`src/hw/rtl/xxh_pkg.sv`:
```
// xxh_pkg: constants, sequencer states, multiplier request/response types and helper functions for the xxh64 block
// no dependencies; used by xxh_mul64 and xxh64_stream_hash_top
package xxh_pkg;

  localparam logic [63:0] PRIME1 = 64'd11400714785074694791;
  localparam logic [63:0] PRIME2 = 64'd14029467366897019727;
  localparam logic [63:0] PRIME3 = 64'd1609587929392839161;
  localparam logic [63:0] PRIME4 = 64'd9650029242287828579;
  localparam logic [63:0] PRIME5 = 64'd2870177450012600261;

  typedef enum logic [4:0] {
    ST_IDLE,
    ST_R_A,
    ST_R_B,
    ST_FIN,
    ST_MSUM,
    ST_M_A,
    ST_M_B,
    ST_M_C,
    ST_LEN,
    ST_P_A,
    ST_P_B,
    ST_P_C,
    ST_TAIL,
    ST_T4_A,
    ST_T4_B,
    ST_T1_A,
    ST_T1_B,
    ST_AV_A,
    ST_AV_B,
    ST_EMIT
  } seq_state_t;

  typedef struct packed {
    logic        start;
    logic [63:0] a;
    logic [63:0] b;
  } mul_req_t;

  typedef struct packed {
    logic        done;
    logic [63:0] res;
  } mul_rsp_t;

  function automatic logic [63:0] rotl64(input logic [63:0] x, input logic [5:0] r);
    rotl64 = (x << r) | (x >> (7'd64 - {1'b0, r}));
  endfunction

  // start value of one lane accumulator
  function automatic logic [63:0] lane_init(input logic [63:0] seed, input logic [1:0] k);
    logic [63:0] v;
    unique case (k)
      2'd0:    v = seed + PRIME1 + PRIME2;
      2'd1:    v = seed + PRIME2;
      2'd2:    v = seed;
      default: v = seed - PRIME1;
    endcase
    lane_init = v;
  endfunction

endpackage

```
`src/hw/rtl/xxh_mul64.sv`:
```
// xxh_mul64: 64x64 multiplier keeping the low 64 bits, one 32x32 product per cycle
// depends on xxh_pkg (mul_req_t, mul_rsp_t)
module xxh_mul64 (
  input  logic             clk,
  input  logic             rst_n,
  input  xxh_pkg::mul_req_t req,
  output xxh_pkg::mul_rsp_t rsp
);

  logic        busy_r;
  logic        done_r;
  logic [1:0]  ph_r;
  logic [63:0] a_r;
  logic [63:0] b_r;
  logic [63:0] prod_r;
  logic [63:0] acc_r;
  logic [31:0] op_x;
  logic [31:0] op_y;
  logic [63:0] prod;

  // lo*lo, hi*lo, lo*hi; cross terms only count in their low half
  assign op_x = (ph_r == 2'd1) ? a_r[63:32] : a_r[31:0];
  assign op_y = (ph_r == 2'd2) ? b_r[63:32] : b_r[31:0];
  // zero-extended halves, full 64-bit product kept
  assign prod = {32'h0, op_x} * {32'h0, op_y};

  always_ff @(posedge clk) begin
    if (!rst_n) begin
      busy_r <= 1'b0;
      done_r <= 1'b0;
      ph_r   <= 2'd0;
    end else begin
      done_r <= 1'b0;
      if (req.start) begin
        busy_r <= 1'b1;
        ph_r   <= 2'd0;
      end else if (busy_r) begin
        ph_r <= ph_r + 2'd1;
        if (ph_r == 2'd3) begin
          busy_r <= 1'b0;
          done_r <= 1'b1;
        end
      end
    end
  end

  always_ff @(posedge clk) begin
    if (req.start) begin
      a_r <= req.a;
      b_r <= req.b;
    end
    if (busy_r) begin
      prod_r <= prod;
      unique case (ph_r)
        2'd0:    acc_r <= acc_r;
        2'd1:    acc_r <= prod_r;
        default: acc_r <= acc_r + {prod_r[31:0], 32'h0};
      endcase
    end
  end

  assign rsp.done = done_r;
  assign rsp.res  = acc_r;

  a_no_restart: assert property (@(posedge clk) disable iff (!rst_n)
    req.start |-> !busy_r) else $error("multiply started while one is in flight");

  a_done_idle: assert property (@(posedge clk) disable iff (!rst_n)
    done_r |-> !busy_r) else $error("multiply done while still busy");

  a_done_after_last: assert property (@(posedge clk) disable iff (!rst_n)
    (busy_r && ph_r == 2'd3 && !req.start) |=> done_r)
    else $error("multiply finished without done");

endmodule

```
`config.mk`:
```
export PLATFORM = sky130hd
export DESIGN_NAME = xxh_mul64
export DESIGN_NICKNAME = d
export VERILOG_FILES = /design/src/hw/rtl/xxh_pkg.sv /design/src/hw/rtl/xxh_mul64.sv
export SDC_FILE = /design/constraint.sdc
export NUM_CORES = 2
export LEC_CHECK = 0
export BUFFER_PORTS_ARGS = -buffer_cell sky130_fd_sc_hd__buf_2
export CAP_MARGIN = 25
export CORE_ASPECT_RATIO = 0.75
export CORE_UTILIZATION = 55
export CTS_CLUSTER_DIAMETER = 120
export DETAILED_ROUTE_END_ITERATION = 6
export GPL_TIMING_DRIVEN = 0
export PLACE_DENSITY = 0.76
export SLEW_MARGIN = 20
export SYNTH_ARGS = -nofsm -noshare
export SYNTH_HDL_FRONTEND = slang
export SYNTH_SLANG_ARGS = --single-unit
```
`constraint.sdc`:
```
create_clock -name clk -period 10.89 [get_ports clk]
set_clock_uncertainty 0.05 [all_clocks]
set_input_delay 1.6335 -clock clk [delete_from_list [all_inputs] [get_ports clk]]
set_output_delay 1.6335 -clock clk [all_outputs]
set_load 0.005 [all_outputs]
```
[Word-level counts from Yosys, hierarchy flattened]
Cells that the tools add are included.
Word-level totals
  flip-flop bits (word level): 260
  input port bits: 131
  word-level logic and storage cells: 27
Operators by class
  muxes and demuxes: 7
  bitwise gates (word level): 3
  reductions and logical operators: 4
  $add $sub $neg: 2
  equal/unequal tests: 3
  $mul: 1
Operators with widths (number)
  64-bit one-hot mux with 2 select lines: 1
  64-bit adder: 1
  32-bit by 32-bit multiplier with 64-bit output: 1
  32-bit two-way mux: 2
  2-bit equality test (second input constant): 2
  1-bit two-way mux: 4
  1-bit NOT: 3
  3-bit OR reduction: 1
  2-bit by 1-bit adder with 2-bit output (second input constant): 1
  2-bit by 1-bit equality test with 1-bit output (second input constant): 1
  2-bit zero test: 1
  2-bit AND reduction: 1
  2-bit OR reduction: 1

[Logic depth before layout (Yosys ltp)]
  word-level depth: 4
  mapped depth: 35
  mapped depth without buffers: 30

[Worst setup path after synthesis]
No wires, ideal clock.
  kind: register to register
  start point: reg ph_r[0]
  end point: reg prod_r[57] (data pin)
  cell stages (with the launch flop): 31
  data arrival time: 8512 ps
  setup slack: 2062 ps
  library setup time: 266 ps
  data required time: 10574 ps
  path through: dfxtp_1 inv_1 ha_1 clkbuf_1 buf_1 buf_1 mux2i_1 clkbuf_1 nor2_1 fa_1 fa_1 inv_1 fa_1 fa_1 inv_1 fa_1 fa_1 fa_1 inv_1 fa_1 inv_1 ha_1 and4_1 nand3_1 or3_1 a211oi_2 nor4_2 o41ai_4 a21oi_2 o31ai_2 xor2_1
Between the ends
  word-level cells in the longest chain between the ends: 3
  elaborated cells on any way between the ends: 5
  classes of those cells: mul: 1; eq/ne: 2; mux: 2
RTL lines
  start, declared: line xxh_mul64.sv:12  | logic [1:0] ph_r;
  start signal, assigned: line xxh_mul64.sv:38  | ph_r <= ph_r + 2'd1;
  2-bit by 1-bit equality test with 1-bit output or 2-bit equality test (tied branches): line xxh_mul64.sv:22, xxh_mul64.sv:23
  32-bit two-way mux (on tied branches): line xxh_mul64.sv:22, xxh_mul64.sv:23
  32-bit by 32-bit multiplier with 64-bit output (*): line xxh_mul64.sv:25  | assign prod = {32'h0, op_x} * {32'h0, op_y};
  named net prod[57]: line xxh_mul64.sv:19  | logic [63:0] prod;
  end signal, assigned: line xxh_mul64.sv:53  | prod_r <= prod;
  end, declared: line xxh_mul64.sv:15  | logic [63:0] prod_r;
The timed path passes the listed nets; every way through them passes the cells marked *.
A chain may end at the register's enable or synchronous reset.

[Worst setup path in the final report]
  start point: reg ph_r[1]
  end point: reg prod_r[62] (data pin)
The elaborated chain is that of the path after synthesis.

==> impl_metrics.prom <==
# TYPE chip_impl_metric gauge
chip_impl_info{name="run_status",value="finished, final reports clean"} 1
chip_impl_info{name="critPathTopFamily",value="adder cells"} 1
chip_impl_metric{name="initial_antenna_violation_count",unit=""} 4
chip_impl_metric{name="post_synth.cell_area_avg",unit="sq um"} 9.771
chip_impl_metric{name="clock_insertion_delay_worst_skew",unit="ps"} 620
chip_impl_metric{name="post_drt_wl_per_cell",unit="um"} 26.27
chip_impl_metric{name="final_layout_size_suffix_gt1_share",unit="%"} 9.743
chip_impl_metric{name="final.period_utilization",unit="%"} 98.06
chip_impl_metric{name="final-setup-viol-count",unit=""} 0
chip_impl_metric{name="transition_time_at_the_pin_with_the_least_slew_margin",unit="ps"} 1160
chip_impl_metric{name="synth.yosys.warnings",unit=""} 0
chip_impl_info{name="timing.hold.worst.class",value="reg2reg"} 1
chip_impl_metric{name="cts.sink_count",unit=""} 260
chip_impl_metric{name="synth-async-reset-ratio",unit="%"} 0
chip_impl_metric{name="design.portCount",unit=""} 196
chip_impl_metric{name="total_gr_overflow",unit=""} 0
chip_impl_metric{name="clk_transition_reported_paths",unit="ps"} 70
chip_impl_metric{name="synthCells",unit=""} 4402
chip_impl_metric{name="holdWs",unit="ps"} 512.0
chip_impl_metric{name="die_x",unit="um"} 324.9
chip_impl_metric{name="cp_num_buf_inv",unit=""} 8
chip_impl_metric{name="clk_path_buf_depth",unit=""} 3
chip_impl_metric{name="multi_input_gate_area_in_the_final_layout",unit="sq mm"} 0.03148
chip_impl_metric{name="die-area",unit="sq mm"} 0.07933
chip_impl_metric{name="grt_first_pass_wirelength",unit="um"} 217300
chip_impl_metric{name="postSynthRegisterBits",unit=""} 260
chip_impl_metric{name="slew-limit-headroom",unit="%"} 22.67
chip_impl_metric{name="detail_route.wirelength",unit="um"} 150000
chip_impl_metric{name="globalplace.congestion",unit=""} 1.086
chip_impl_metric{name="std_cell_rows",unit=""} 88
chip_impl_metric{name="upper_clock_frequency_limit",unit="MHz"} 93.64
chip_impl_metric{name="pin_count_of_the_biggest_net_entering_global_routing",unit=""} 91
chip_impl_metric{name="synth_edf_count",unit=""} 256
chip_impl_metric{name="syn_nets",unit=""} 5728
chip_impl_info{name="worst_setup_path_start_kind",value="flip-flop"} 1
chip_impl_metric{name="synthDistinctLibCells",unit=""} 67
chip_impl_metric{name="globalRouteTotalUtil",unit="%"} 38.36
chip_impl_metric{name="hpwlAfterDp",unit="um"} 127100
chip_impl_metric{name="antenna_left",unit=""} 0
chip_impl_metric{name="filler_cells",unit=""} 6578
chip_impl_info{name="cts_root_buf",value="clkbuf_16"} 1
chip_impl_metric{name="finalMaxSlewViolations",unit=""} 0
chip_impl_metric{name="hold_viol_final",unit=""} 0
chip_impl_metric{name="grt_pass1_vias",unit=""} 33590
chip_impl_metric{name="die_y",unit="um"} 244.2
chip_impl_metric{name="cts_hold_buffers",unit=""} 0
chip_impl_metric{name="seq_area_frac_synth",unit="%"} 18.06
chip_impl_metric{name="drt_pre_antenna_iters",unit=""} 6
chip_impl_metric{name="timing.critical_path.fanout_max",unit=""} 10
chip_impl_metric{name="areaGrowthSynthToFinish",unit="%"} 9.251
chip_impl_metric{name="cts_buffer_count",unit=""} 27
chip_impl_info{name="crit_slowest_cell",value="fa_1"} 1
chip_impl_metric{name="cpPeakStageDelay",unit="ps"} 620
chip_impl_info{name="tritoncts_clock_tree",value="done"} 1
chip_impl_info{name="synth_ff_type",value="edfxtp_1"} 1
chip_impl_metric{name="drt-vias-per-instance",unit=""} 5.864
chip_impl_metric{name="layout.area.seq",unit="sq mm"} 0.007771
chip_impl_info{name="critical-path-top-cell-by-count",value="fa_1"} 1
chip_impl_metric{name="max-cap-violations",unit=""} 0
chip_impl_metric{name="detail_route.drc_violations",unit=""} 0
chip_impl_info{name="critical_path.endpoint_type",value="flip-flop"} 1
chip_impl_metric{name="fin_crit",unit="ps"} 10680
chip_impl_metric{name="finish.net_count",unit=""} 5976
chip_impl_metric{name="initial_core_util",unit="%"} 55.72
chip_impl_metric{name="postLayoutCoreUtil",unit="%"} 60.88
chip_impl_info{name="critPathKind",value="reg2reg"} 1
chip_impl_metric{name="htree_num_levels",unit=""} 1
chip_impl_metric{name="drt_iter0_drc",unit=""} 3839
chip_impl_metric{name="cp.required",unit="ps"} 11250
chip_impl_metric{name="fp.coreArea",unit="sq mm"} 0.07718
chip_impl_metric{name="crit_arrival",unit="ps"} 11030
chip_impl_metric{name="num_vias",unit=""} 33490
chip_impl_metric{name="io_buffers",unit=""} 195
chip_impl_metric{name="syn_area",unit="sq mm"} 0.04301
[final timing paths]
path | slack (ps) | start | cells past startpoint | to
setup / recovery | 210 | ph_r[1]$_SDFFE_PP0P_ | 28 | prod_r[62]$_DFFE_PP_
hold / removal | 510 | prod_r[36]$_DFFE_PP_ | 2 | acc_r[36]$_DFFE_PP_
setup reg to reg | 210 | ph_r[1]$_SDFFE_PP0P_ | 28 | prod_r[62]$_DFFE_PP_
hold reg to reg | 510 | prod_r[36]$_DFFE_PP_ | 2 | acc_r[36]$_DFFE_PP_
[through the flow]
step | area (sq um) | TNS (ps) | instances | worst slack [ps]
after global routing | 46970 | -6.942 | 5705 | -6.942
after floorplan | 43010 | 0 | 4402 | 2062
after global placement | 45280 | -23880 | 5632 | -2104
after detailed placement | 45740 | -8485 | 5655 | -1209
after CTS | 46760 | 0 | 5702 | 2.377
final | 46990 | 0 | 5711 | 211.0
[sequential cells by signal, indices dropped and copies added, names as in the netlist]
register and count:
a_r 64, acc_r 64, b_r 64, prod_r 64
ph_r 2, busy_r 1, done_r 1
[what timing repair did]
item | 4_1_cts | 5_1_grt
resized for setup | 32 | 92
buffers inserted | 0 | 5
endpoints found under the hold margin | 0 | 0
endpoints found under the setup margin | 23 | 11
pin swaps | 0 | 1
[synthesized netlist by cell type, types with 12 or more instances]
master / count / share of area [%]
fa_1: 897 / 42
inv_1: 896 / 7.8
nor2_1: 626 / 5.5
nand2_1: 550 / 4.8
ha_1: 298 / 8.7
edfxtp_1: 256 / 18
clkbuf_1: 173 / 1.5
a21oi_1: 116 / 1.3
o21ai_0: 67 / 0.78
mux2_2: 66 / 1.7
mux2i_1: 66 / 1.5
xnor2_1: 53 / 1.1
and2_1: 39 / 0.57
xor2_1: 36 / 0.73
a21o_1: 34 / 0.59
nand3_1: 18 / 0.21
nor3_1: 18 / 0.21
nor2b_1: 17 / 0.25
nand4_1: 16 / 0.23
o21a_1: 12 / 0.21
[area by class of cell]
| class | count | share of cell area (%) |
|---|---|---|
| antenna | 6 | 0.03195 |
| buffer | 180 | 1.672 |
| inverter | 896 | 7.158 |
| clock buffer | 31 | 1.470 |
| tap | 1035 | 2.756 |
| sequential | 260 | 16.54 |
| timing repair buffer | 225 | 2.841 |
| multi-input combinational | 3060 | 66.98 |
| clock inverter | 18 | 0.5485 |
[cell usage in the layout (no fill, tap or decap), drive strengths merged, types with 6 or more instances in the layout]
| master | instances |
|---|---|
| and3 | 8 |
| clkinv | 8 |
| nor3 | 18 |
| and2 | 39 |
| diode | 6 |
| a21oi | 117 |
| nor2 | 626 |
| mux2 | 66 |
| buf | 236 |
| edfxtp | 256 |
| mux2i | 66 |
| o21a | 12 |
| nand2b | 11 |
| o31ai | 8 |
| fa | 897 |
| nor2b | 17 |
| o21bai | 11 |
| a211oi | 9 |
| ha | 298 |
| xor2 | 36 |
| a31oi | 6 |
| o21ai | 77 |
| inv | 901 |
| xnor2 | 53 |
| nor4 | 8 |
| nand3 | 18 |
| nand2 | 550 |
| a21o | 34 |
| clkbuf | 196 |
| o211ai | 11 |
| nand4 | 16 |
[worst register-to-register path: cells and delay by family (launching register included)]
family,cells,cell delay [ps]
simple gates,5,990
buf+inv,8,2390
mux,1,370
flops,1,340
xor+xnor,1,300
fa+ha+maj,10,4980
compound gates,3,1060
[cell families (layout without fill, tap and decap cells)]
| kind of cell | count (synthesis) | count (layout) | synth area share [%] |
|---|---|---|---|
| and+or+nand+nor | 1327 | 1327 | 12.42 |
| adders and majority gates | 1195 | 1195 | 50.42 |
| buffers and inverters | 1082 | 1350 | 9.460 |
| AOI/OAI and AO/OA | 317 | 317 | 4.559 |
| DFF | 260 | 260 | 18.06 |
| muxes | 132 | 132 | 3.264 |
| xor gates and xnor gates | 89 | 89 | 1.812 |
| other | 0 | 6 | 0 |
[layer usage]
layer  GRT usage [%]  routed length, um  vias to the layer above
met5               0                102                        -
met2           54.44              62510                     2197
met4           21.27              10160                        6
li1                -                  -                    13930
met3           13.34              21540                      475
met1           51.55              55720                    16880
Power is left out: the tool's default activity adds up to more than one toggle a clock period on the data nets, which glitch-free logic cannot reach.
